### src/hw/rtl/cbin_pkg.sv
`timescale 1ns / 1ps
`default_nettype none

package cbin_pkg;

  // Geometry of the two crystal arrays and of the midplane grid.
  localparam int ARRAY_ROWS = 59;
  localparam int ARRAY_COLS = 26;
  localparam int COUNT_BITS = 32;

  localparam int DET_BINS  = ARRAY_ROWS * ARRAY_COLS;
  localparam int PROJ_ROWS = 2 * ARRAY_ROWS - 1;
  localparam int PROJ_COLS = 2 * ARRAY_COLS - 1;
  localparam int PROJ_BINS = PROJ_ROWS * PROJ_COLS;

  localparam int DET_AW  = $clog2(DET_BINS);
  localparam int PROJ_AW = $clog2(PROJ_BINS);
  localparam int ROW_W   = $clog2(ARRAY_ROWS);
  localparam int COL_W   = $clog2(ARRAY_COLS);
  localparam int GEO_W   = (ROW_W > COL_W) ? ROW_W : COL_W;
  localparam int D2_W    = 2 * GEO_W + 1;

  // Field widths of the channels.
  localparam int CODE_W   = 16;
  localparam int TIME_W   = 32;
  localparam int SEL_W    = 2;
  localparam int RADDR_W  = 13;
  localparam int STATUS_W = 3;
  localparam int BIN_W    = 13;
  localparam int VALUE_W  = 32;

  // Configuration registers.
  localparam int LIMIT_W    = 31;
  localparam int ACCEPT_W   = 12;
  localparam int CFG_IDX_W  = 4;
  localparam int CFG_DATA_W = 31;

  localparam logic [CFG_IDX_W-1:0] CFG_ACQ_LIMIT    = 4'd0;
  localparam logic [CFG_IDX_W-1:0] CFG_ACCEPT_LIMIT = 4'd1;

  localparam logic [LIMIT_W-1:0]  ACQ_LIMIT_RESET = 31'd72000000;
  localparam logic [ACCEPT_W-1:0] ACCEPT_RESET    = 12'd4;

  // Division of a crystal code by the row count through a reciprocal.
  localparam int RECIP_SHIFT = 24;
  localparam int RECIP_MULT  = (1 << RECIP_SHIFT) / ARRAY_ROWS;
  localparam int PROD_W      = CODE_W + RECIP_SHIFT;

  // Output queue.
  localparam int FIFO_DEPTH = 8;
  localparam int FIFO_AW    = $clog2(FIFO_DEPTH);

  // Result status codes.
  localparam logic [STATUS_W-1:0] ST_BINNED  = 3'd0;
  localparam logic [STATUS_W-1:0] ST_OUTSIDE = 3'd1;
  localparam logic [STATUS_W-1:0] ST_SKIP    = 3'd2;
  localparam logic [STATUS_W-1:0] ST_OVER    = 3'd3;
  localparam logic [STATUS_W-1:0] ST_BAD     = 3'd4;
  localparam logic [STATUS_W-1:0] ST_READ    = 3'd5;

  // Histogram selection codes of a read word.
  localparam logic [SEL_W-1:0] SEL_FIRST  = 2'd0;
  localparam logic [SEL_W-1:0] SEL_SECOND = 2'd1;
  localparam logic [SEL_W-1:0] SEL_PROJ   = 2'd2;

  typedef struct packed {
    logic                      func;
    logic signed [TIME_W-1:0]  event_time;
    logic [CODE_W-1:0]         crystal_code_first;
    logic [CODE_W-1:0]         crystal_code_second;
    logic [SEL_W-1:0]          read_select;
    logic [RADDR_W-1:0]        read_address;
  } in_word_t;

  typedef struct packed {
    logic [STATUS_W-1:0] status;
    logic [BIN_W-1:0]    projection_bin;
    logic [VALUE_W-1:0]  count_value;
  } result_t;

endpackage

`default_nettype wire

### src/hw/rtl/cbin_geom.sv
`timescale 1ns / 1ps
`default_nettype none

module cbin_geom import cbin_pkg::*; (
  input  wire logic               clk_i,
  input  wire logic [CODE_W-1:0]  code_first_i,
  input  wire logic [CODE_W-1:0]  code_second_i,
  output logic      [D2_W-1:0]    dist_sq_o,
  output logic      [PROJ_AW-1:0] proj_idx_o
);

  typedef struct packed {
    logic [ROW_W-1:0] row;
    logic [COL_W-1:0] col;
  } rc_t;

  logic [CODE_W-1:0]  c1_q, c2_q;
  logic [PROD_W-1:0]  prod1_q, prod2_q;
  rc_t                rc1, rc2;
  logic [ROW_W-1:0]   row1_q, row2_q;
  logic [COL_W-1:0]   col1_q, col2_q;
  logic [ROW_W-1:0]   dr;
  logic [COL_W-1:0]   dc;
  logic [D2_W-1:0]    dr_ext, dc_ext;
  logic [D2_W-1:0]    dist_sq_d, dist_sq_q;
  logic [ROW_W:0]     row_sum;
  logic [COL_W:0]     col_sum;
  logic [PROJ_AW-1:0] proj_idx_d, proj_idx_q;

  // The reciprocal estimate is at most one short, so one correction step
  // gives the exact quotient and remainder.
  function automatic rc_t split_code(input logic [CODE_W-1:0] code,
                                     input logic [PROD_W-1:0] prod);
    logic [31:0] quot;
    logic [31:0] rem;
    rc_t         rc;
    quot = 32'(prod[PROD_W-1:RECIP_SHIFT]);
    rem  = 32'(code) - quot * 32'(ARRAY_ROWS);
    if (rem >= 32'(ARRAY_ROWS)) begin
      quot = quot + 32'd1;
      rem  = rem - 32'(ARRAY_ROWS);
    end
    rc.row = ROW_W'(rem);
    rc.col = COL_W'(quot);
    return rc;
  endfunction

  // First stage: multiply each code by the reciprocal of the row count.
  always_ff @(posedge clk_i) begin
    c1_q    <= code_first_i;
    c2_q    <= code_second_i;
    prod1_q <= PROD_W'(code_first_i) * PROD_W'(RECIP_MULT);
    prod2_q <= PROD_W'(code_second_i) * PROD_W'(RECIP_MULT);
  end

  // Second stage: rows and columns, with the second row mirrored.
  always_comb begin
    rc1 = split_code(c1_q, prod1_q);
    rc2 = split_code(c2_q, prod2_q);
  end

  always_ff @(posedge clk_i) begin
    row1_q <= rc1.row;
    col1_q <= rc1.col;
    row2_q <= ROW_W'(ARRAY_ROWS - 1) - rc2.row;
    col2_q <= rc2.col;
  end

  // Third stage: squared distance and midplane bin.
  always_comb begin
    dr         = (row1_q > row2_q) ? (row1_q - row2_q) : (row2_q - row1_q);
    dc         = (col1_q > col2_q) ? (col1_q - col2_q) : (col2_q - col1_q);
    dr_ext     = D2_W'(dr);
    dc_ext     = D2_W'(dc);
    dist_sq_d  = dr_ext * dr_ext + dc_ext * dc_ext;
    row_sum    = (ROW_W + 1)'(row1_q) + (ROW_W + 1)'(row2_q);
    col_sum    = (COL_W + 1)'(col1_q) + (COL_W + 1)'(col2_q);
    proj_idx_d = PROJ_AW'(32'(row_sum) * 32'(PROJ_COLS) + 32'(col_sum));
  end

  always_ff @(posedge clk_i) begin
    dist_sq_q  <= dist_sq_d;
    proj_idx_q <= proj_idx_d;
  end

  assign dist_sq_o  = dist_sq_q;
  assign proj_idx_o = proj_idx_q;

endmodule

`default_nettype wire

### config.mk
export PLATFORM = sky130hd
export DESIGN_NAME = cbin_geom
export DESIGN_NICKNAME = d
export VERILOG_FILES = /design/src/hw/rtl/cbin_pkg.sv /design/src/hw/rtl/cbin_geom.sv
export SDC_FILE = /design/constraint.sdc
export NUM_CORES = 1
export LEC_CHECK = 0
export BUFFER_PORTS_ARGS = -buffer_cell sky130_fd_sc_hd__clkbuf_2
export CAP_MARGIN = 20
export CORE_MARGIN = 4
export CORE_UTILIZATION = 60
export CTS_CLUSTER_DIAMETER = 30
export DETAILED_ROUTE_END_ITERATION = 16
export PLACE_DENSITY_LB_ADDON = 0.08
export SLEW_MARGIN = 10
export SYNTH_ARGS = -nofsm -noshare
export SYNTH_HDL_FRONTEND = slang
export SYNTH_SLANG_ARGS = --single-unit
### constraint.sdc
create_clock -name clk_i -period 14.3 [get_ports clk_i]
set_clock_uncertainty 0.15 [all_clocks]
set_input_delay 2.86 -clock clk_i [delete_from_list [all_inputs] [get_ports clk_i]]
set_output_delay 2.86 -clock clk_i [all_outputs]
set_load 0.02 [all_outputs]
-- After elaboration in Yosys (flattened, before gate mapping)
Cells that the tools add are included.
- register bits: 150
- input bits: 33
- $add $sub $neg: 15
- multipliers: 7
- magnitude comparators: 4
- muxes and demuxes: 6
- operators by type and width (operator ; count):
    multiplier 16 x 19 -> 35 bit (second input constant) ; 2
    greater-or-equal comparator 32 x 6 -> 1 bit (second input constant) ; 2
    subtractor 16 x 17 -> 18 bit ; 2
    multiplier 11 x 6 -> 17 bit (second input constant) ; 2
    2-to-1 mux 6 bit ; 3
    2-to-1 mux 5 bit ; 3
    adder 12 x 10 -> 13 bit ; 1
    adder 13 x 6 -> 13 bit ; 1
    multiplier 7 x 6 -> 13 bit (second input constant) ; 1
    multiplier 6 x 6 -> 12 bit ; 1
    subtractor 6 x 4 -> 6 bit (second input constant) ; 2
    subtractor 6 bit ; 2
    adder 5 x 1 -> 5 bit (second input constant) ; 2
    multiplier 5 x 5 -> 10 bit ; 1
    subtractor 5 bit ; 2
    adder 6 x 6 -> 7 bit ; 1
    adder 5 x 5 -> 6 bit ; 1
    greater-than comparator 6 bit ; 1
    subtractor 6 bit (first input constant) ; 1
    greater-than comparator 5 bit ; 1

-- Longest topological paths before layout
- word-level depth: 5
- depth in mapped cells: 34
- mapped depth without buffers: 33

-- Worst setup path before layout
No wires, ideal clock.
- path kind: input to register
- start: input port code_first_i[5]
- end: register prod1_q[34]
- arrival time: 8.087 ns
- required time: 14.027 ns
- slack: 5.940 ns
- stages: 22
- buffers on the path: 0
- path through: inv_1 ha_1 inv_1 fa_1 inv_1 fa_1 inv_1 fa_1 inv_1 fa_1 inv_1 fa_1 ha_1 a2111oi_0 o21ai_0 a2111oi_0 nor3_1 o2111ai_1 nand3_1 o41ai_2 o21bai_1 xor2_1
- cells in the longest elaborated chain, start to end: 1
- RTL lines (what ; line ; text):
    start, declared ; cbin_geom.sv:6 ; input wire logic [CODE_W-1:0] code_first_i,
    multiplier 16 x 19 -> 35 bit ; cbin_geom.sv:52 ; prod1_q <= PROD_W'(code_first_i) * PROD_W'(RECIP_MULT);
    end signal, assigned ; cbin_geom.sv:52 ;
    end, declared ; cbin_geom.sv:18 ; logic [PROD_W-1:0] prod1_q, prod2_q;
No other way between the ends.

-- Worst setup path after layout
Ends and elaborated chain as after synthesis.

==> metrics <==
Setup CP Type=in -> reg; adder-cell share of the synthesized area=60.5%; Post-synth top flop=dfxtp_1; GRT Total Usage=23.7%; commonest non-fill, non-tap cells in the layout=inv_1, ha_1, fa_1, dfxtp_1, nor2_1; number of DRC markers in iteration 0=472; CP Max Fanout=9; yosys warns=0; Setup TNS Final=0 ns; total gr overflow=0; H-tree depth=3; post-synth cell types=80; top sig layer=met4; GPL Wtd Cong=0.964; Worst EP required=14.41 ns; Critical Path, Cell by Cell=clkbuf_2 -> inv_1 -> ha_1 -> inv_1 -> fa_1 -> inv_1 -> fa_1 -> inv_1 -> fa_1 -> inv_1 -> fa_1 -> inv_1 -> fa_1 -> ha_1 -> a2111oi_0 -> o21ai_0 -> a2111oi_0 -> nor3_1 -> o2111ai_1 -> nand3_1 -> o41ai_2 -> o21bai_1 -> xor2_1; worst skew pair latency=0.37 ns; largest cells by area after synthesis=fa_1, ha_1, inv_1; Worst R2R Path Depth=27; Max Cap Viol=0; critical path arrival=9.29 ns; core area=0.0334 mm^2; post-synth top area cell=fa_1; clk buf depth=2; EDFF count, synth=0; Crit-path slowest cell=a2111oi_0; RSZ-0062 raised after global routing=no; commonest non-fill, non-tap cell in the layout=inv_1; Post-Synth Simple-Gate Area=6.02%; Syn Nets=2874; final routed DRC violation total=0; multiplexer share of the synthesized area=0.917%; setup violators final=0; Syn Area/Cell=9.93 um^2; site row count=67; # diodes=0; metal2 WL=20.2 mm; Critical Path Max Stage Delay=0.97 ns; area grow syn2layout=5.60%; cell mode on critical path=inv_1; initial antenna violation count=0; Final nets=2935; Hold Path Stages=2; # port buffers=58; Slew Limit Fails=0; DR pass1 iterations=5; CTS buffer count=9; Starting Density=60.7%; Async S/R FF share, synth=0%; Clock Pin Slew Worst Setup and Hold Paths=0.08 ns; Synth top area share=30.8%; Via Count=13412; DP HPWL=35.9 mm; achievable frequency=109 MHz; Setup Fix Bufs, Post-CTS=0; post_cts resized=0; first-pass GRT wire length=70.3 mm; CP startpoint=code_first_i[5]; beginning of the worst hold path=prod1_q[26]; share of cells above drive strength 1=5.07%; relative slew slack=25.4%; RR Startpoint=row2_q[1]; minimum clock period=9.18 ns; crit share post-route=64.2%; Netlist Area Pre-Place=0.0203 mm^2; xor-xnor portion of the synthesized cell area=3.79%; status=completed; met3 WL=1.21 mm; Least-Margin Pin Slew=1.09 ns; vias per cell=5.24; Seq/Total Area, Yosys=9.95%; final core utilization=64.2%; Critical Path Sink Type=flip-flop; Routed WL per cell=15.8 um; I/O pin count=59; Die Area=0.0369 mm^2; DRT antenna net count=0; Min-Delay Path Class=reg -> reg; final wirelength=40.3 mm; Fin. Hold Viols=0; TritonCTS Sinks=101; number of global-route vias before repair=14413; register bit count reported by yosys=101; post-synthesis compound-gate area fraction=8.21%; hold buffer count at CTS=0; clock tree from TritonCTS=built; largest net degree at the start of global routing=17; Met1 Wirelength=18.1 mm; largest family of logic cells by synthesized area=adder cells; type of origin of the critical path=primary input; die height=192 um; Clock Root Buffer=clkbuf_16; chip width=192 um; Syn Inst Count=2046
[state kept, by name, summed over array words and instances (netlist names)]
name / flops
row2_q: 6
proj_idx_o: 13
dist_sq_o: 12
col1_q: 5
row1_q: 6
prod2_q: 11
col2_q: 5
c2_q: 16
prod1_q: 11
c1_q: 16
[logic make-up after synthesis]
| logic type | Yosys count |
|---|---|
| adder cells (fa/ha/maj) | 795 |
| AND/OR/NAND/NOR | 243 |
| flip-flops | 101 |
| XOR/XNOR | 87 |
| buffers and inverters | 566 |
| AO/OA/AOI/OAI | 236 |
| multiplexers | 18 |
[final cells by class]
type,count,area [um^2]
clock buffers,11,233
clock inverters,5,106
fillers,2820,12000
inverters,556,2090
multi-input cells,1379,16100
flip-flops and latches,101,2020
well taps,448,561
repair buffers,60,305
[worst max-delay path: cells and delay by family]
kind	cells	cell delay [ns]
fa+ha+maj	7	3.04
buf+inv	7	0.62
compound gates	6	2.26
simple gates	2	0.35
xor+xnor	1	0.15
[cells in the mapped netlist, drive strengths merged (15+ instances only)]
master / instances
xnor2: 58
xor2: 29
ha: 482
o21ai: 41
a21o: 32
dfxtp: 101
a21oi: 58
nand2: 45
nand2b: 15
fa: 313
nor2: 77
inv: 556
nor3: 20
[metrics by stage]
step | hold slack [ns] | cells | setup WS, ns | area [um^2]
after floorplan | 0.342 | 2046 | 5.94 | 20300
after CTS | 0.448 | 2560 | 5.13 | 21500
after global placement | 0.436 | 2544 | 4.86 | 21100
after global routing | 0.463 | 2560 | 4.67 | 21500
after detailed placement | 0.437 | 2544 | 4.77 | 21100
final | 0.440 | 2560 | 5.12 | 21500
[metal layers]
metal | GRT usage, % | vias to the layer above
li1 | - | 6585
met1 | 31.5 | 6614
met2 | 41.7 | 172
met3 | 2.98 | 41
met4 | 5.32 | 0
met5 | 0 | -
[path summary, 6_finish.rpt]
| kind | endpoint | slack [ns] |
|---|---|---|
| setup / recovery | prod1_q[34] | 5.12 |
| setup reg to reg | dist_sq_o[12] | 6.14 |
| hold / removal | col1_q[2] | 0.44 |
| hold reg to reg | col1_q[2] | 0.44 |
Power is left out: the tool's default activity adds up to more than one toggle a clock period on the data nets, which glitch-free logic cannot reach.
