`config.mk`:
```
export PLATFORM = sky130hd
export DESIGN_NAME = cbin_ram
export DESIGN_NICKNAME = d
export VERILOG_FILES = /design/src/hw/rtl/cbin_ram.sv
export SDC_FILE = /design/constraint.sdc
export NUM_CORES = 1
export LEC_CHECK = 0
export ABC_AREA = 1
export BUFFER_PORTS_ARGS = -buffer_cell sky130_fd_sc_hd__buf_4
export CAP_MARGIN = 10
export CORE_UTILIZATION = 45
export DETAILED_ROUTE_END_ITERATION = 12
export GPL_ROUTABILITY_DRIVEN = 0
export PLACE_DENSITY = 0.7
export SYNTH_ARGS = -nofsm -noshare
export SYNTH_HDL_FRONTEND = slang
export SYNTH_SLANG_ARGS = --single-unit
```
`constraint.sdc`:
```
create_clock -name clk_i -period 1.85 [get_ports clk_i]
set_input_delay 0.185 -clock clk_i [delete_from_list [all_inputs] [get_ports clk_i]]
set_output_delay 0.185 -clock clk_i [all_outputs]
set_load 0.05 [all_outputs]
```
`src/hw/rtl/cbin_ram.sv`:
```
`timescale 1ns / 1ps
`default_nettype none

module cbin_ram #(
  parameter int DEPTH = 2,
  parameter int AW    = 1,
  parameter int DW    = 8
) (
  input  wire logic          clk_i,
  input  wire logic          we_i,
  input  wire logic [AW-1:0] waddr_i,
  input  wire logic [DW-1:0] wdata_i,
  input  wire logic [AW-1:0] raddr_i,
  output logic      [DW-1:0] rdata_o
);

  logic [DW-1:0] mem_q [DEPTH];
  logic [DW-1:0] rdata_q;

  // One write and one registered read per cycle; a read of the entry being
  // written returns the old contents.
  always_ff @(posedge clk_i) begin
    if (we_i) begin
      mem_q[waddr_i] <= wdata_i;
    end
    rdata_q <= mem_q[raddr_i];
  end

  assign rdata_o = rdata_q;

endmodule

`default_nettype wire

```
Yosys cells after proc, flatten, opt, wreduce, memory -nomap -nowiden
Memory sizes are Yosys's and may differ from the RTL's. A register that Yosys moved wholly into a read port is not among the register bits.
Cells that the tools add are included.
Word-level totals
  bits in registers: 0
  memory bits (read-only): 0
  memories: 1
  output and inout bits: 8
  latch bits: 0
  bits in writable memories: 16
  logic and storage cells: 3
Cells by class
  equal/unequal tests: 0
  bitwise logic cells: 0
  shift-type cells: 0
  muxes and demuxes: 2
  order comparisons: 0
  $mul: 0
  divide/modulo/power cells: 0
  reductions and logical operators: 0
  $add $sub $neg: 0
Memory list
  mem_q: depth 2, width 8, rd ports 1, clocked after memory_dff 1, write ports 1, line 17  | logic [DW-1:0] mem_q [DEPTH];
Operator list (count)
  1-bit two-way mux: 2

Logic depth before layout (Yosys ltp)
Gate-level depths: netlist of the first run.
  depth in word-level cells: 2
  depth in mapped cells: 4
  gate-level depth less buffers: 3

Worst setup path after synthesis of the first run
No wires, ideal clock.
  path kind: input to register
  from: in we_i
  to: mem mem_q[0][0], enable pin
  library setup time: 371 ps
  arrival: 574 ps
  path slack: 905 ps
  stages: 2
  path through: inv_1 > nor2_1
Between the ends
  longest elaborated chain between the ends: 2
RTL lines
  from (decl): line 10  | input wire logic we_i,
  1-bit two-way mux: line 23  | if (we_i) begin
  1-bit two-way mux (implied by the code): line 24  | mem_q[waddr_i] <= wdata_i;
  to (decl): line 17
Every way passes these cells.

Worst setup path in the final report of the first run
  from: reg rdata_q[2] (netlist: rdata_o[2]) (read register of mem_q)
  to: out rdata_o[2]
RTL lines
  from (decl): line 18  | logic [DW-1:0] rdata_q;
  to (decl): line 14  | output logic [DW-1:0] rdata_o
No word-level cell between the ends.

==> results of run 1 <==
-- final timing paths --
path	from	end	slack [ns]	depth (start not counted)
hold / removal	wdata_i[5]	mem_q[0][5]	0.06	1
hold reg to reg	mem_q[0][4]	rdata_o[4]	0.45	2
setup reg to reg	mem_q[1][0]	rdata_o[0]	1.22	2
setup / recovery	rdata_o[2]	rdata_o[2]	0.84	1
-- area by class of cell --
class / count / area [µm²] / share of cell area, %
tap: 16 / 20.0 / 2.13
inverter: 3 / 11.3 / 1.20
clock buffer: 3 / 22.5 / 2.40
timing repair buffer: 19 / 143 / 15.2
clock inverter: 1 / 3.75 / 0.400
sequential: 24 / 641 / 68.3
multi-input combinational: 26 / 97.6 / 10.4
-- through the flow --
stage                     power [µW]  worst slack [ns]  cell area (µm²)
final                            969             0.836              938
after global placement           760             0.696              912
after global routing            1010             0.788              938
after detailed placement         763             0.672              912
after floorplan                  714             0.905              761
after CTS                        981             0.818              938
-- state kept, by name (all words and copies together) (netlist names) --
name	cells
mem_q	16
rdata_o	8
-- power breakdown --
| group | switching [µW] | total (µW) | internal, µW |
|---|---|---|---|
| clock | 140 | 218 | 78.7 |
| sequential | 9.46 | 623 | 613 |
| combinational | 85.8 | 128 | 41.8 |
-- cells by family after synthesis --
| kind of cell | Yosys count | synth area share [%] |
|---|---|---|
| buf+inv | 4 | 2.96 |
| simple gates | 26 | 12.8 |
| flops | 24 | 84.2 |
-- per-layer routing --
| layer | track usage, % | wire length, µm | vias to the layer above |
|---|---|---|---|
| met2 | 21.5 | 580 | 17 |
| met5 | 0 | 0 | - |
| li1 | - | - | 218 |
| met4 | 10.9 | 22 | 0 |
| met1 | 13.0 | 359 | 189 |
| met3 | 3.83 | 58 | 2 |
-- placed cells by master, fill, tap and decap left out --
master,n
clkbuf_4,3
nand2_1,25
buf_4,19
inv_2,1
inv_1,2
dfxtp_1,8
clkinv_1,1
edfxtp_1,16
nor2_1,1
==> results by group, run 1 <==
STA
  • Max transition margin: 57.3%
  • Fin crit period: 1.01 ns
  • Worst clock skew: 0.00179 ns
  • Final hold slack: 0.0566 ns
  • Slew @ Worst Pin: 0.638 ns
  • Final setup violation count: 0
  • Unrepaired setup endpoints after global routing: false
  • Setup tns final: 0 ns
  • Pins Over Slew Limit: 0
  • Final Hold Viols: 0
  • Tcrit/Tclk final: 54.8%
  • Max Fclk: 986 MHz

Logic synthesis
  • Cell Area, Synth: 761 µm²
  • Synth cell types: 7
  • Most common cell in the netlist: nand2_1
  • FF+latch count, synth: 24
  • Top cells by instance count after synthesis: nand2_1 (25), edfxtp_1 (16), dfxtp_1 (8)
  • Top FF cell, synth: edfxtp_1
  • Post-Synthesis Cells: 54
  • Syn Nets: 66
  • Post-synth top area share: 63.2%
  • Avg Inst Size Synth: 14.1 µm²
  • Synth area leaders: edfxtp_1 (63%), dfxtp_1 (21%), nand2_1 (12%), buf_6 (1.5%), inv_1 (0.99%)
  • Synth area leader: edfxtp_1
  • Synth async-reset ratio: 0%
  • Sequential fraction of the synthesis area: a little over four fifths
  • Post-synth EDFFs: 16
  • Yosys Warn Count: 0

Setup path
  • Crit-path cells: buf_4
  • Critical path required time: approximately 1.7 ns
  • CP Class: reg -> out
  • CP startpoint kind: flip-flop
  • Critical path's top delay family: flip-flops
  • Crit end category: output pin
  • Worst Path Buf+Inv: 1
  • Crit Path Max Fanout: 1
  • Slowest stage delay, CP: ~0.34 ns
  • Arr. time, crit path: 0.83 ns
  • CP max stage cell: dfxtp_1

Clocking
  • CTS clk-pin slew, worst paths: 0.12 ns
  • Sink Count: 24
  • Root Driver: clkbuf_4
  • Num CTS Buffers: 3
  • H-tree lvl count: 1
  • Number of setup buffers added after CTS: 0
  • CTS max path bufs: 2
  • Post-CTS resize count: 0
  • CTS tree: done
  • # hold bufs at CTS: 0
  • Worst-Skew Late Latency: 0.30 ns

Die
  • Die Y: ~43 µm
  • Initial cell density of the core: 49.4%
  • Core area: between 1500 and 2000 µm²
  • Die Span X: between 40 and 50 µm
  • DIE AREA: 1860 µm²
  • Std cell rows: 14
  • Io pins: 20

Pwr
  • Peak VDD IR: 0.679 mV
  • PwrDens: 1030 nW/µm²
  • Leakage Power: 0.000417 µW

GRT
  • Pin count of the biggest net entering global routing: 14
  • Congestion Overflow GR: 0
  • Global Route Usage Sum: 13.0%
  • Global-route wire length before repair: 1520 µm
  • Vias in the first global route: 351
  • Initial antenna violation count: 0

Route
  • Pre-antenna DRT Iters: 4
  • Drc violations: 0
  • DR vias: 426
  • Routed vias/inst: 4.63
  • Wirelength, routed: 1020 µm
  • Post-DRT Antenna Nets: 0
  • Initial drt markers: 14
  • Routed length per instance: 11.1 µm

Cells and area
  • Filler Cells Inserted: 123
  • ANT cells: 0
  • Fin nets: 89
  • Final Util: 60.9%
  • Post-Layout Cell Count: 92
  • Layout cells sized above 1: 30.3%
  • Syn-to-layout area delta: 23.4%

Placement
  • Cells after DPL: a little under 90
  • Hpwl dp: 686 µm
  • I/O Buffers: 19

Run
  • Max-cap viol count: 0

Hold path
  • Worst Hold Class: in -> reg

Status
  • Run status: completed
(Power assumes the default switching activity.)
==> run 2, diff against run 1 <==
--- a/config.mk
+++ b/config.mk
@@ -5,13 +5,13 @@
 export SDC_FILE = /design/constraint.sdc
 export NUM_CORES = 1
 export LEC_CHECK = 0
-export ABC_AREA = 1
+export ABC_AREA = 0
 export BUFFER_PORTS_ARGS = -buffer_cell sky130_fd_sc_hd__buf_4
 export CAP_MARGIN = 10
 export CORE_UTILIZATION = 45
 export DETAILED_ROUTE_END_ITERATION = 12
 export GPL_ROUTABILITY_DRIVEN = 0
-export PLACE_DENSITY = 0.7
+export PLACE_DENSITY = 0.69
 export SYNTH_ARGS = -nofsm -noshare
 export SYNTH_HDL_FRONTEND = slang
 export SYNTH_SLANG_ARGS = --single-unit
==> constraint.sdc (replaced) <==
create_clock -name clk_i -period 0.95 [get_ports clk_i]
set_input_delay 0.095 -clock clk_i [delete_from_list [all_inputs] [get_ports clk_i]]
set_output_delay 0.095 -clock clk_i [all_outputs]
set_load 0.05 [all_outputs]
==> results by group, run 2 <==
Setup path
  • Slowest stage delay, CP: 0.33 ns (was 0.34 ns)
  • Arr. time, crit path: 0.82 ns (was 0.83 ns)
  • Crit end category: output pin (unchanged)
  • CP max stage cell: dfxtp_1 (unchanged)
  • CP Class: reg -> out (unchanged)
  • CP startpoint kind: flip-flop (unchanged)
  • Critical path's top delay family: flip-flops (unchanged)
  • Crit-path cells: buf_4 (unchanged)
  • Crit Path Max Fanout: 1 (unchanged)
  • Critical path required time: 0.85 ns (was 1.66 ns)
  • Worst Path Buf+Inv: 1 (unchanged)

Pwr
  • Leakage Power: 0.000450 µW (was 0.000417 µW)
  • Sequential Power Share: 62.3% (was 64.3%)
  • Switch share: 23.5% (was 24.2%)
  • PwrDens: 1820 nW/µm² (was 1030 nW/µm²)
  • Switching power: 460 µW (was 235 µW)
  • Clock share of power: 21.3% (was 22.5%)
  • Power Internal: 1490 µW (was 734 µW)
  • Comb power frac: 16.4% (was 13.2%)
  • Peak VDD IR: 1.18 mV (was 0.679 mV)

Logic synthesis
  • Yosys Warn Count: 0 (unchanged)
  • Synth area leader: edfxtp_1 (unchanged)
  • Top cells by instance count after synthesis: edfxtp_1 (16), dfxtp_1 (8), mux2_4 (8) (was nand2_1 (25), edfxtp_1 (16), dfxtp_1 (8))
  • Post-Synthesis Cells: 35 (was 54)
  • Synth cell types: 6 (was 7)
  • Sequential fraction of the synthesis area: 81.7% (was 84.2%)
  • Post-synth EDFFs: 16 (unchanged)
  • FF+latch count, synth: 24 (unchanged)
  • Top FF cell, synth: edfxtp_1 (unchanged)
  • Most common cell in the netlist: edfxtp_1 (was nand2_1)
  • Cell Area, Synth: 785 µm² (was 761 µm²)
  • Avg Inst Size Synth: 22.4 µm² (was 14.1 µm²)
  • Post-synth top area share: 61.2% (was 63.2%)
  • Synth async-reset ratio: 0% (unchanged)
  • Synth area leaders: edfxtp_1 (61%), dfxtp_1 (20%), mux2_4 (15%), buf_6 (1.4%), and2_1 (0.80%) (was edfxtp_1 (63%), dfxtp_1 (21%), nand2_1 (12%), buf_6 (1.5%), inv_1 (0.99%))
  • Syn Nets: 47 (was 66)

Placement
  • Area of placed instances: 966 µm² (was 912 µm²)
  • I/O Buffers: 19 (unchanged)
  • Hpwl dp: 817 µm (was 686 µm)
  • Pre-CTS setup slack: 0.144 ns (was 0.672 ns)

Die
  • Die Y: 43.8 µm (was 43.1 µm)
  • DIE AREA: 1910 µm² (was 1860 µm²)
  • Io pins: 20 (unchanged)
  • Core area: 1560 µm² (was 1540 µm²)
  • Die Span X: 43.8 µm (was 43.1 µm)
  • Initial cell density of the core: 50.3% (was 49.4%)
  • Std cell rows: 14 (unchanged)

Clocking
  • Num CTS Buffers: 3 (unchanged)
  • CTS tree: done (unchanged)
  • H-tree lvl count: 1 (unchanged)
  • CTS clk-pin slew, worst paths: 0.12 ns (about the same)
  • Sink Count: 24 (unchanged)
  • CTS max path bufs: 2 (unchanged)
  • Number of setup buffers added after CTS: 0 (unchanged)
  • Root Driver: clkbuf_4 (unchanged)
  • Worst-Skew Late Latency: 0.30 ns (about the same)

STA
  • Final Hold Viols: 0 (unchanged)
  • Final setup violation count: 0 (unchanged)
  • Worst Setup Slack, final: 0.0343 ns (was 0.836 ns)
  • Slew @ Worst Pin: 0.151 ns (was 0.638 ns)
  • Unrepaired setup endpoints after global routing: false (unchanged)
  • Setup tns final: 0 ns (unchanged)
  • Max transition margin: 89.9% (was 57.3%)
  • Tcrit/Tclk final: 96.4%
  • Worst clock skew: 0.00450 ns (was 0.00179 ns)
  • Final hold slack: 0.159 ns (was 0.0566 ns)
  • Fin crit period: approximately 0.9 ns
  • Max Fclk: 1090 MHz
  • Pins Over Slew Limit: 0 (unchanged)

Cells and area
  • Most common cell after layout, fill and taps aside: buf_4 (was nand2_1)
  • ANT cells: 0 (unchanged)
  • Post-route design area: 1080 µm² (was 938 µm²)
  • Max FFs per register: 16 (unchanged)
  • Fin nets: 82 (was 89)
  • Layout cells sized above 1: 50.0% (was 30.3%)
  • Largest Register: mem_q (unchanged)
  • Commonest non-fill, non-tap cells in the layout: buf_4 (21), edfxtp_1 (16), mux2_4 (8), dlygate4sd3_1 (8), dfxtp_1 (8) (was nand2_1 (25), buf_4 (19), edfxtp_1 (16), dfxtp_1 (8), clkbuf_4 (3))
  • Syn-to-layout area delta: 37.2% (was 23.4%)

Status
  • Run status: complete, but fails checks (was completed)
  • Violated checks: design-rule violations

GRT
  • Pin count of the biggest net entering global routing: 13 (was 14)
  • Initial antenna violation count: 0 (unchanged)
  • Congestion Overflow GR: 0 (unchanged)
  • Global-route wire length before repair: 1820 µm (was 1520 µm)
  • Global Route Usage Sum: 13.8% (was 13.0%)
  • Vias in the first global route: 466 (was 351)

Route
  • Routed vias/inst: 4.71 (was 4.63)
  • Pre-antenna DRT Iters: 7 (was 4)
  • Wirelength, routed: 1160 µm (was 1020 µm)
  • Post-DRT Antenna Nets: 0 (unchanged)
  • DR vias: 396 (was 426)
  • Routed length per instance: 13.8 µm (was 11.1 µm)
  • Initial drt markers: 6 (was 14)
  • Drc violations: 1 (was 0)

Run
  • Max-cap viol count: 0 (unchanged)

Hold path
  • Worst Hold Class: in -> reg (unchanged)
-- run 2: layout make-up --
type	count	area, µm²
Sequential cell	24	641
Fill cell	96	483
Timing Repair Buffer	31	260
Multi-Input combinational cell	10	133
Clock buffer	3	22.5
Tap cell	16	20.0
-- run 2: cell families after synthesis --
| group | after synthesis | share of synthesized area, % |
|---|---|---|
| and+or+nand+nor | 2 | 1.60 |
| DFF | 24 | 81.7 |
| muxes | 8 | 15.3 |
| buffers and inverters | 1 | 1.44 |
-- run 2: through the flow --
step | util, % | power, µW | instances
after CTS | 68.5 | 1960 | 84
after floorplan | - | 1420 | 35
final | 69.0 | 1960 | 84
after global placement | 62.0 | 1520 | 73
after detailed placement | 62.0 | 1530 | 73
after global routing | 69.0 | 2010 | 84
-- run 2: path summary, 6_finish.rpt --
kind	start	endpoint	slack, ns	cells past startpoint
worst max-delay path	rdata_o[5]	rdata_o[5]	0.03	1
worst min register to register	mem_q[1][3]	rdata_o[3]	0.49	1
worst max register to register	mem_q[0][1]	rdata_o[1]	0.19	1
worst min-delay path	raddr_i	rdata_o[3]	0.16	2
-- run 2: timing repair --
item,CTS,global route
resized for setup,0,2
endpoints found under the hold margin,16,0
hold buffers,8,0
endpoints found under the setup margin,0,2
-- run 2: routing by layer --
metal / track usage (%) / up-vias / wire [µm]
li1: - / 196 / -
met3: 2.50 / 0 / 44
met2: 25.4 / 12 / 643
met5: 0 / - / 0
met1: 14.6 / 188 / 471
met4: 7.50 / 0 / 0
-- run 2: power groups by stage --
| stage | registers (µW) | logic, µW | clock network [µW] |
|---|---|---|---|
| floorplan | 1350 | 71.9 | 0 |
| global placement | 1240 | 285 | 0 |
| detailed placement | 1240 | 292 | 0 |
| CTS | 1220 | 319 | 425 |
| global route | 1220 | 335 | 456 |
| finish | 1220 | 321 | 417 |
