[src/hw/rtl/cbin_pkg.sv]
`timescale 1ns / 1ps
`default_nettype none

package cbin_pkg;

  // Geometry of the two crystal arrays and of the midplane grid.
  localparam int ARRAY_ROWS = 59;
  localparam int ARRAY_COLS = 26;
  localparam int COUNT_BITS = 32;

  localparam int DET_BINS  = ARRAY_ROWS * ARRAY_COLS;
  localparam int PROJ_ROWS = 2 * ARRAY_ROWS - 1;
  localparam int PROJ_COLS = 2 * ARRAY_COLS - 1;
  localparam int PROJ_BINS = PROJ_ROWS * PROJ_COLS;

  localparam int DET_AW  = $clog2(DET_BINS);
  localparam int PROJ_AW = $clog2(PROJ_BINS);
  localparam int ROW_W   = $clog2(ARRAY_ROWS);
  localparam int COL_W   = $clog2(ARRAY_COLS);
  localparam int GEO_W   = (ROW_W > COL_W) ? ROW_W : COL_W;
  localparam int D2_W    = 2 * GEO_W + 1;

  // Field widths of the channels.
  localparam int CODE_W   = 16;
  localparam int TIME_W   = 32;
  localparam int SEL_W    = 2;
  localparam int RADDR_W  = 13;
  localparam int STATUS_W = 3;
  localparam int BIN_W    = 13;
  localparam int VALUE_W  = 32;

  // Configuration registers.
  localparam int LIMIT_W    = 31;
  localparam int ACCEPT_W   = 12;
  localparam int CFG_IDX_W  = 4;
  localparam int CFG_DATA_W = 31;

  localparam logic [CFG_IDX_W-1:0] CFG_ACQ_LIMIT    = 4'd0;
  localparam logic [CFG_IDX_W-1:0] CFG_ACCEPT_LIMIT = 4'd1;

  localparam logic [LIMIT_W-1:0]  ACQ_LIMIT_RESET = 31'd72000000;
  localparam logic [ACCEPT_W-1:0] ACCEPT_RESET    = 12'd4;

  // Division of a crystal code by the row count through a reciprocal.
  localparam int RECIP_SHIFT = 24;
  localparam int RECIP_MULT  = (1 << RECIP_SHIFT) / ARRAY_ROWS;
  localparam int PROD_W      = CODE_W + RECIP_SHIFT;

  // Output queue.
  localparam int FIFO_DEPTH = 8;
  localparam int FIFO_AW    = $clog2(FIFO_DEPTH);

  // Result status codes.
  localparam logic [STATUS_W-1:0] ST_BINNED  = 3'd0;
  localparam logic [STATUS_W-1:0] ST_OUTSIDE = 3'd1;
  localparam logic [STATUS_W-1:0] ST_SKIP    = 3'd2;
  localparam logic [STATUS_W-1:0] ST_OVER    = 3'd3;
  localparam logic [STATUS_W-1:0] ST_BAD     = 3'd4;
  localparam logic [STATUS_W-1:0] ST_READ    = 3'd5;

  // Histogram selection codes of a read word.
  localparam logic [SEL_W-1:0] SEL_FIRST  = 2'd0;
  localparam logic [SEL_W-1:0] SEL_SECOND = 2'd1;
  localparam logic [SEL_W-1:0] SEL_PROJ   = 2'd2;

  typedef struct packed {
    logic                      func;
    logic signed [TIME_W-1:0]  event_time;
    logic [CODE_W-1:0]         crystal_code_first;
    logic [CODE_W-1:0]         crystal_code_second;
    logic [SEL_W-1:0]          read_select;
    logic [RADDR_W-1:0]        read_address;
  } in_word_t;

  typedef struct packed {
    logic [STATUS_W-1:0] status;
    logic [BIN_W-1:0]    projection_bin;
    logic [VALUE_W-1:0]  count_value;
  } result_t;

endpackage

`default_nettype wire

[src/hw/rtl/cbin_out_if.sv]
`timescale 1ns / 1ps
`default_nettype none

interface cbin_out_if import cbin_pkg::*; ();
  logic                valid;
  logic                ready;
  logic [STATUS_W-1:0] status;
  logic [BIN_W-1:0]    projection_bin;
  logic [VALUE_W-1:0]  count_value;

  modport source (
    output valid, status, projection_bin, count_value,
    input  ready
  );

  modport sink (
    input  valid, status, projection_bin, count_value,
    output ready
  );
endinterface

`default_nettype wire

[src/hw/rtl/cbin_fifo.sv]
`timescale 1ns / 1ps
`default_nettype none

module cbin_fifo import cbin_pkg::*; (
  input  wire logic    clk_i,
  input  wire logic    rst_ni,
  input  wire logic    push_i,
  input  wire result_t word_i,
  cbin_out_if.source   out_o
);

  result_t            fifo_q [FIFO_DEPTH];
  logic [FIFO_AW-1:0] wr_ptr_q, wr_ptr_d;
  logic [FIFO_AW-1:0] rd_ptr_q, rd_ptr_d;
  logic [FIFO_AW:0]   fill_q, fill_d;
  logic               pop;
  result_t            head;

  assign head            = fifo_q[rd_ptr_q];
  assign out_o.valid          = (fill_q != '0);
  assign out_o.status         = head.status;
  assign out_o.projection_bin = head.projection_bin;
  assign out_o.count_value    = head.count_value;
  assign pop                  = out_o.valid && out_o.ready;

  // Pointer and fill bookkeeping; the producer never pushes into a full queue.
  always_comb begin
    wr_ptr_d = push_i ? (wr_ptr_q + FIFO_AW'(1)) : wr_ptr_q;
    rd_ptr_d = pop ? (rd_ptr_q + FIFO_AW'(1)) : rd_ptr_q;
    fill_d   = fill_q + (FIFO_AW + 1)'(push_i) - (FIFO_AW + 1)'(pop);
  end

  always_ff @(posedge clk_i or negedge rst_ni) begin
    if (!rst_ni) begin
      wr_ptr_q <= '0;
      rd_ptr_q <= '0;
      fill_q   <= '0;
    end else begin
      wr_ptr_q <= wr_ptr_d;
      rd_ptr_q <= rd_ptr_d;
      fill_q   <= fill_d;
    end
  end

  // Storage of the queued words.
  always_ff @(posedge clk_i) begin
    if (push_i) begin
      fifo_q[wr_ptr_q] <= word_i;
    end
  end

endmodule

`default_nettype wire

[src/flat_wrapper.sv]
// flat-port wrapper written by rule: the top's interface ports become plain ports
module cbin_fifo_flat import cbin_pkg::*;
  (clk_i, rst_ni, push_i, word_i, out_o_valid, out_o_status, out_o_projection_bin, out_o_count_value, out_o_ready);
  cbin_out_if out_o_i ();
  input  wire logic clk_i;
  input  wire logic rst_ni;
  input  wire logic push_i;
  input  wire result_t word_i;
  output wire logic [$bits(out_o_i.valid)-1:0] out_o_valid;
  output wire logic [$bits(out_o_i.status)-1:0] out_o_status;
  output wire logic [$bits(out_o_i.projection_bin)-1:0] out_o_projection_bin;
  output wire logic [$bits(out_o_i.count_value)-1:0] out_o_count_value;
  input wire logic [$bits(out_o_i.ready)-1:0] out_o_ready;
  assign out_o_valid = out_o_i.valid;
  assign out_o_status = out_o_i.status;
  assign out_o_projection_bin = out_o_i.projection_bin;
  assign out_o_count_value = out_o_i.count_value;
  assign out_o_i.ready = out_o_ready;
  cbin_fifo u_core (.clk_i(clk_i), .rst_ni(rst_ni), .push_i(push_i), .word_i(word_i), .out_o(out_o_i));
endmodule
[config.mk]
export PLATFORM = sky130hd
export DESIGN_NAME = cbin_fifo_flat
export DESIGN_NICKNAME = d
export VERILOG_FILES = /design/src/hw/rtl/cbin_pkg.sv /design/src/hw/rtl/cbin_out_if.sv /design/src/hw/rtl/cbin_fifo.sv /design/src/flat_wrapper.sv
export SDC_FILE = /design/constraint.sdc
export NUM_CORES = 1
export LEC_CHECK = 0
export BUFFER_PORTS_ARGS = -buffer_cell sky130_fd_sc_hd__buf_2
export CORE_MARGIN = 2
export CORE_UTILIZATION = 50
export DETAILED_ROUTE_END_ITERATION = 8
export GPL_ROUTABILITY_DRIVEN = 1
export GPL_TIMING_DRIVEN = 0
export HOLD_SLACK_MARGIN = 0.08
export PLACE_DENSITY = 0.68
export SLEW_MARGIN = 25
export SYNTH_ARGS = -nofsm -noshare
export SYNTH_HDL_FRONTEND = slang
export SYNTH_SLANG_ARGS = --single-unit
[constraint.sdc]
create_clock -name clk_i -period 11.3 [get_ports clk_i]
set_input_delay 0.565 -clock clk_i [delete_from_list [all_inputs] [get_ports clk_i]]
set_output_delay 0.565 -clock clk_i [all_outputs]
set_load 0.005 [all_outputs]
# Word-level counts from Yosys, hierarchy flattened
# Memory sizes are Yosys's and may differ from the RTL's.
# Cells that the tools add are included.
[totals]
register_bits = 10
out_inout_bits = 49
word_cells = 12
mem_bits_rw = 384
mem_count = 1
[op_classes]
reduce_logical = 2
mux = 2
addsub = 4
[mem_list]
columns = ["memory", "words", "width", "read_ports", "rd_ports_with_merged_regs", "write_ports", "line_no", "source"]
rows = [
  ["u_core.fifo_q", 8, 48, 1, 0, 1, "cbin_fifo.sv:12", "result_t fifo_q [FIFO_DEPTH];"],
]
[op_table]
columns = ["operator", "count"]
rows = [
  ["3-bit by 1-bit adder with 3-bit output, second input constant", 2],
  ["4-bit by 1-bit adder with 4-bit output", 1],
  ["4-bit nonzero test", 1],
  ["4-bit by 1-bit subtractor with 4-bit output", 1],
  ["1-bit two-way mux", 2],
  ["1-bit logical AND", 1],
]

# Longest topological paths before layout
# Gate-level depths: netlist of the first run.
[logic_depth]
depth_word = 3
mapped_depth = 11
mapped_depth_nobuf = 11

# Worst setup path after synthesis of the first run
# OpenSTA, ideal clock, no wires.
[synth_path]
kind = "input to register"
start = "input port push_i"
end = "memory u_core.fifo_q[0][0] (netlist bit), enable pin"
setup_slack_ns = 6.850
cell_stages = 2
t_arrival_ns = 3.937
path_cell_list = "nand2b_1 > nor3_1"
[synth_via]
elab_chain_cells = 2
[synth_rtl]
columns = ["element", "line_no", "source"]
rows = [
  ["from (decl)", "flat_wrapper.sv:7", "input wire logic push_i;"],
  ["1-bit two-way mux", "cbin_fifo.sv:47", "if (push_i) begin"],
  ["1-bit two-way mux (implied by the code)", "cbin_fifo.sv:48", "fifo_q[wr_ptr_q] <= word_i;"],
  ["to (decl)", "cbin_fifo.sv:12", ""],
]
# No other way between the ends.

# Worst setup path in the final report of the first run
[layout_path]
start = "register u_core.rd_ptr_q[2]"
end = "output port out_o_count_value[8]"
[layout_via]
elab_chain_cells = 1
[layout_rtl]
columns = ["element", "line_no", "source"]
rows = [
  ["from (decl)", "cbin_fifo.sv:14", "logic [FIFO_AW-1:0] rd_ptr_q, rd_ptr_d;"],
  ["from (signal assigned)", "cbin_fifo.sv:40", "rd_ptr_q <= rd_ptr_d;"],
  ["memory 8 x 48 bit", "n/a", ""],
  ["to (decl)", "flat_wrapper.sv:12", "output wire logic [$bits(out_o_i.count_value)-1:0] out_o_count_value;"],
]
# No other way between the ends.

==> results by group, run 1 <==
CTS
  • H-tree levels: 2
  • Worst-Skew Late Latency: 530 ps
  • Root Driver: clkbuf_16
  • Num CTS Buffers: 40
  • Clk sinks: 394
  • Post_cts resized: 0
  • CTS tree: done
  • Clock transition at path regs: 60 ps
  • Longest Clk Path Bufs: 3

Pwr
  • VDD IR max: 0.1647 mV
  • Leakage power: 0.006081 µW
  • PwrDens: 259.2 nW/µm²
  • Tot Pwr: 4656 µW

Yosys
  • Multiplexer share of the synthesized area: 18.84%
  • Combinational family with the most area after synthesis: multiplexers
  • Most frequent cells after synthesis: edfxtp_1, mux4_2, mux2_4
  • Most frequent cell after synthesis: edfxtp_1
  • Synth warn: 0
  • EDFF count, synth: 384
  • Prevailing post-synth register cell: edfxtp_1
  • Dominant cell type by area after synthesis: edfxtp_1
  • Library cells used by synthesis: 23
  • Synthesized area: 15060 µm²
  • Seq/Total Area, Yosys: 78.22%
  • Syn_area_per_cell: 24.73 µm²
  • Yosys reg bits: 394
  • Simple-gate portion of the synthesized area: 0.5316%
  • Synth area leaders: edfxtp_1, mux4_2, mux2_4
  • Cells after synthesis: 609
  • Post-synth top area share: 76.56%
  • Async SR Flop Fraction: 2.538%
  • Adder-Cell Fraction of Synth Area: 0.7144%
  • Mapped Nets: 669
  • Synth Area in XOR/XNOR: 0.3489%
  • Compound-Gate Fraction of Synth Area: 0.08307%

Flow run
  • Max-Cap Viols: 0

Floorplanning
  • # rows: 63
  • Initial Util: 50.82%
  • Die area: 31530 µm²
  • Core area: 29640 µm²
  • Die span in x: 177.6 µm
  • I/O pin total: 101
  • Die height: 177.6 µm

Status
  • Status: finished, final reports clean

Timing
  • Post-layout min period: 3307 ps
  • Worst Clk Skew: 14.05 ps
  • Tcrit/Tclk final: 29.27%
  • Setup Total Neg Slack: 0 ps
  • Slew Limit Headroom: 32.65%
  • Worst slew pin tran: 1010 ps
  • Fin. max-slew vios: 0
  • Hold Fails Final Rpt: 0
  • FMAX: 0.3024 GHz
  • Final setup vio count: 0
  • Hold slack: 297.5 ps
  • RSZ-0062 raised after global routing: no

Placement
  • Gpl congestion: 0.7601
  • Port buffer count: 100
  • Cells after DPL: 1133
  • Hpwl dp: 20060 µm

Worst setup path
  • CP startpoint kind: flip-flop
  • FF-to-FF path depth: 11
  • Max incr delay on CP: 390 ps
  • Critical Path AT: 2740 ps
  • Cell count along the critical path: 6
  • CP max stage cell: buf_2
  • CP bufs+invs: 4
  • CP Cell Sequence: clkbuf_1, buf_2, buf_2, mux4_2, mux2_4, buf_2
  • Worst setup EP type: primary output
  • Worst Setup Path Type: flip-flop to primary output
  • CP max FO: 10
  • Crit path max-delay family: buffers and inverters
  • Worst R2R Start: u_core.fill_q[2]
  • Critical Path Source: u_core.rd_ptr_q[2]
  • Crit path top cell by count: buf_2
  • Worst endpoint required time: 10740 ps

Route
  • Vias post-DR: 6858
  • WL per Instance: 25.29 µm
  • Antenna Nets Post-Route: 0
  • DRC viols: 0
  • Drt pass-1 iters: 5
  • Via-to-Cell Ratio: 5.672
  • DRT Wirelength: 30570 µm
  • Initial drt markers: 638

Layout
  • Area Overhead vs Synth: 19.28%
  • Filler Cells Inserted: 2088
  • Fin util: 60.62%
  • Layout cell share with drive strength beyond 1: 43.87%
  • Nets: 846
  • Area of the multi-input gates: 3146 µm²
  • Layout Cells excl Fill: 1209
  • Sequential cell area: 11780 µm²

Global routing
  • First-pass GRT wire length: 45650 µm
  • Vias in the first global route: 7486
  • Global route overflow: 0
  • Largest net degree at the start of global routing: 19
  • Initial antenna violation count: 2
  • GRT Overall Usage: 20.15%

Min path
  • Min-delay src: word_i[45]
  • Hold path depth: 1
  • HP Class: primary input to flip-flop
-- state kept, by name (all words and copies together), names as in the netlist --
signal / count
u_core.wr_ptr_q: 3
u_core.fifo_q: 384
u_core.rd_ptr_q: 3
u_core.fill_q: 4
-- timing repair --
item                                   CTS  global route
hold buffers                             1             0
setup buffers                            0             0
endpoints found under the hold margin   10             0
-- cell families (layout without fill, tap and decap cells) --
family,count (synthesis),count (layout)
compound gates,2,2
buf+inv,36,243
xor+xnor,6,6
mux,146,146
other cells,0,3
flops,394,394
simple gates,17,17
fa+ha+maj,8,8
-- cell usage in the layout (no fill, tap or decap), drive strengths merged, types with 4 or more instances in the layout --
| cell type | Yosys | routed |
|---|---|---|
| edfxtp | 384 | 384 |
| buf | 17 | 151 |
| nor2 | 6 | 6 |
| mux4 | 96 | 96 |
| ha | 7 | 7 |
| mux2 | 50 | 50 |
| dfrtp | 10 | 10 |
| clkinv | 0 | 19 |
| clkbuf | 10 | 57 |
| xnor2 | 4 | 4 |
| inv | 9 | 11 |
| nand2 | 4 | 4 |
-- report_power, final --
group	leakage, µW	internal [µW]	switching [µW]
combinational	0.00187	791	717
clock	0.000610	732	519
sequential	0.00360	1840	60.5
total	0.00608	3360	1300
-- path summary, 6_finish.rpt --
kind	endpoint	slack [ps]
max in group asynchronous	u_core.rd_ptr_q[1]	10660
worst max register to register	u_core.fill_q[2]	8850
worst max-delay path	out_o_count_value[8]	7990
worst min-delay path	u_core.fifo_q[3][45]	300
min in group asynchronous	u_core.fill_q[1]	440
worst min register to register	u_core.wr_ptr_q[1]	550
-- area by class of cell --
cell class,count,share of cell area (%)
flip-flops and latches,394,65.58
multi-input cells,179,17.51
repair buffers,135,6.156
clock buffers,47,5.836
well taps,390,2.716
clock inverters,25,1.107
plain buffers,27,0.8705
inverters,9,0.1880
diodes,3,0.04179
-- through the flow --
stage | instance area [µm²] | setup slack, ps
2_1_floorplan | 15060 | 6850
3_3_place_gp | 16050 | 2876
3_5_place_dp | 16700 | 8530
4_1_cts | 17960 | 7950
5_1_grt | 17960 | 7866
6_report | 17970 | 7993
-- metal layers --
| layer | wire, µm | GRT usage [%] | up-vias | share of wire, % |
|---|---|---|---|---|
| met2 | 16030 | 35.26 | 213 | 52 |
| met3 | 1884 | 4.156 | 45 | 6.2 |
| li1 | - | - | 2945 | - |
| met5 | 0 | 0 | - | 0 |
| met4 | 508 | 5.260 | 0 | 1.7 |
| met1 | 12150 | 25.86 | 3655 | 40 |
Power figures use the tool's default switching activity.
==> run 2: changes to the inputs <==
--- a/config.mk
+++ b/config.mk
@@ -5,6 +5,7 @@
 export SDC_FILE = /design/constraint.sdc
 export NUM_CORES = 1
 export LEC_CHECK = 0
+export ABC_AREA = 1
 export BUFFER_PORTS_ARGS = -buffer_cell sky130_fd_sc_hd__buf_2
 export CORE_MARGIN = 2
 export CORE_UTILIZATION = 50
==> constraint.sdc (replaced) <==
create_clock -name clk_i -period 3.2 [get_ports clk_i]
set_input_delay 0.16 -clock clk_i [delete_from_list [all_inputs] [get_ports clk_i]]
set_output_delay 0.16 -clock clk_i [all_outputs]
set_load 0.005 [all_outputs]
==> run 2 against run 1 <==
Register-to-register slack lost 8000 ps. Synthesized cell count grew to 2.8 times the previous value. Sequential cell count is the same. Final area grew 16%. Combinational power grew to 4.3 times the previous value. Sequential power grew to 3.4 times the previous value. Core utilization grew 0.96 points. Global-route usage grew 3.1 points.
==> results by group, run 2 <==
Yosys
  • Most frequent cell after synthesis: nand2_1
  • Syn_area_per_cell: 9.969 µm²
  • Async SR Flop Fraction: 2.538%
  • Prevailing post-synth register cell: edfxtp_1
  • Adder-Cell Fraction of Synth Area: 0.6254%
  • Synth warn: 0
  • Yosys reg bits: 394
  • Cells after synthesis: 1726
  • Combinational family with the most area after synthesis: simple AND/OR/NAND/NOR gates
  • Multiplexer share of the synthesized area: 0%
  • Compound-Gate Fraction of Synth Area: 0.1163%
  • Post-synth top area share: 67.02%
  • Dominant cell type by area after synthesis: edfxtp_1
  • EDFF count, synth: 384
  • Mapped Nets: 1786
  • Most frequent cells after synthesis: nand2_1, inv_1, edfxtp_1
  • Simple-gate portion of the synthesized area: 19.75%
  • Seq/Total Area, Yosys: 68.47%
  • Synth Area in XOR/XNOR: 0.2545%
  • Synthesized area: 17210 µm²
  • Synth area leaders: edfxtp_1, nand2_1, inv_1
  • Library cells used by synthesis: 18

Layout
  • Final Cell Area: 20750 µm²
  • Area Overhead vs Synth: 20.61%
  • Max reg flops: 384
  • Largest reg by FF count: u_core.fifo_q
  • Commonest non-fill, non-tap cell in the layout: nand2_1
  • Layout Cells excl Fill: 2422
  • Nets: 2003
  • Most frequent cells in the layout: nand2_1, inv_1, edfxtp_1, nand3_1, buf_2
  • Layout cell share with drive strength beyond 1: 12.52%
  • Biggest registers after layout: u_core.fifo_q (384), u_core.fill_q (4)

Route
  • Vias post-DR: 11855
  • Initial drt markers: 1179
  • DRC viols: 0
  • Antenna Nets Post-Route: 0
  • Drt pass-1 iters: 6
  • WL per Instance: 17.01 µm
  • DRT Wirelength: 41200 µm
  • Via-to-Cell Ratio: 4.895

Worst setup path
  • CP startpoint kind: flip-flop
  • Worst setup EP type: primary output
  • CP max FO: 10
  • FF-to-FF path depth: 11
  • Worst reg-to-reg setup slack: 850 ps
  • Worst r2r dst: u_core.fill_q[2]
  • Worst R2R Start: u_core.fill_q[2]
  • Critical Path Sink: out_o_projection_bin[12]
  • Critical Path AT: 2390 ps
  • Critical Path Source: u_core.rd_ptr_q[1]
  • Worst Setup Path Type: flip-flop to primary output
  • Worst endpoint required time: 3040 ps

CTS
  • Root Driver: clkbuf_16
  • Post-CTS Setup Repair Bufs: 0
  • CTS tree: done
  • Longest Clk Path Bufs: 3
  • Clock transition at path regs: 60 ps
  • Clk sinks: 394
  • Worst-Skew Late Latency: 540 ps
  • Num CTS Buffers: 41
  • H-tree levels: 2

Pwr
  • PwrDens: 844.9 nW/µm²
  • NetSw: 6346 µW
  • Gate power share: 36.6%
  • Internal Power: 11190 µW
  • Seq pwr share: 36.5%
  • Leakage power: 0.009679 µW
  • Clock Power Share: 26.9%
  • VDD IR max: 0.5590 mV
  • Sw frac: 36.19%

Timing
  • Worst slew pin tran: 761.4 ps
  • Fin. max-slew vios: 0
  • Final setup vio count: 0
  • Slew Limit Headroom: 49.24%
  • Post-layout min period: 2554 ps
  • Tcrit/Tclk final: 79.81%
  • Hold slack: 427.8 ps
  • Hold Fails Final Rpt: 0
  • FMAX: 0.3916 GHz
  • RSZ-0062 raised after global routing: no
  • Worst Clk Skew: 17.14 ps
  • Setup Total Neg Slack: 0 ps

Floorplanning
  • # rows: 67
  • Die span in x: 189.5 µm
  • I/O pin total: 101
  • Die height: 189.5 µm
  • Initial Util: 51.06%
  • Die area: 35910 µm²
  • Core area: 33700 µm²

Placement
  • Placed inst area: 18900 µm²
  • Hpwl dp: 26540 µm
  • Port buffer count: 100
  • Gpl congestion: 0.7740
  • Cells after DPL: 2296

Flow run
  • Max-Cap Viols: 0

Global routing
  • Largest net degree at the start of global routing: 20
  • Initial antenna violation count: 1
  • Vias in the first global route: 11699
  • First-pass GRT wire length: 63530 µm
  • GRT Overall Usage: 23.23%
  • Global route overflow: 0

Status
  • Status: finished, final reports clean

Min path
  • HP Class: primary input to flip-flop
## run 2: changes by cell type after synthesis, sizes merged, moves of 2 or more
cell | before | now
buf | 17 | 58
clkbuf | 10 | 16
inv | 9 | 401
mux2 | 50 | 0
mux4 | 96 | 0
nand2 | 4 | 637
nand2b | 3 | 0
nand3 | 1 | 194
nor2 | 6 | 8
nor3 | 2 | 0
o21ai | 0 | 3
xnor2 | 4 | 2
## run 2: cell families (layout without fill, tap and decap cells)
kind of cell    after synthesis  after routing
compound gates                4              4
flops                       394            394
buf+inv                     475            722
other cells                   0              1
simple gates                840            840
fa+ha+maj                     8              8
xor+xnor                      5              5
## run 2: worst min-delay path by stage
stage,from,to,slack [ps],cells past startpoint
6_report,word_i[42],u_core.fifo_q[3][42],430,2
5_1_grt,push_i,u_core.wr_ptr_q[1],430,3
2_1_floorplan,rst_ni,u_core.fill_q[0],-140,0
3_5_place_dp,rst_ni,u_core.wr_ptr_q[1],50,1
3_3_place_gp,rst_ni,u_core.wr_ptr_q[0],50,1
4_1_cts,push_i,u_core.wr_ptr_q[1],410,3
## run 2: timing repair
action	in CTS	in global routing
resized for setup	0	0
endpoints found under the hold margin	400	0
setup endpoints to repair	0	0
hold buffers	52	0
## run 2: cell type report
cell class / count / area (µm²)
clock inverter: 18 / 187.7
buffer: 74 / 350.3
multi-input combinational: 857 / 3630
fill: 2660 / 12950
sequential: 394 / 11780
antenna: 1 / 2.502
inverter: 401 / 1505
timing repair buffer: 174 / 1594
tap: 448 / 560.5
clock buffer: 55 / 1141
## run 2: metrics by stage
step | total power, µW | worst slack (ps) | utilization [%]
2_1_floorplan | 10220 | -3.505 | -
3_3_place_gp | 12520 | -2039 | 54.21
3_5_place_dp | 12880 | 911.8 | 56.09
4_1_cts | 17620 | 605.6 | 61.57
5_1_grt | 18560 | 539.9 | 61.58
6_report | 17530 | 646.2 | 61.58
## run 2: routing by layer
layer / routed length (µm) / vias to the layer above / track usage [%]
met4: 796 / 0 / 7.096
met3: 2911 / 66 / 3.262
met2: 19870 / 422 / 38.67
met5: 0 / - / 0
li1: - / 5789 / -
met1: 17620 / 5578 / 31.92
## run 2: critical path, stage by stage, from the launching register on
cell and delay, ps:
dfrtp_1 380, buf_2 190, inv_2 140, clkbuf_1 580, nand3_1 160, nand2_1 90, nand2_1 50, nand2_1 140
buf_2 130
## run 2: power groups by stage
stage | sequential (µW) | combinational (µW) | clock (µW)
3_5_place_dp | 6500 | 6380 | 0
4_1_cts | 6400 | 6470 | 4750
5_1_grt | 6440 | 7130 | 4990
6_report | 6400 | 6420 | 4710
2_1_floorplan | 6510 | 3710 | 0
3_3_place_gp | 6570 | 5960 | 0
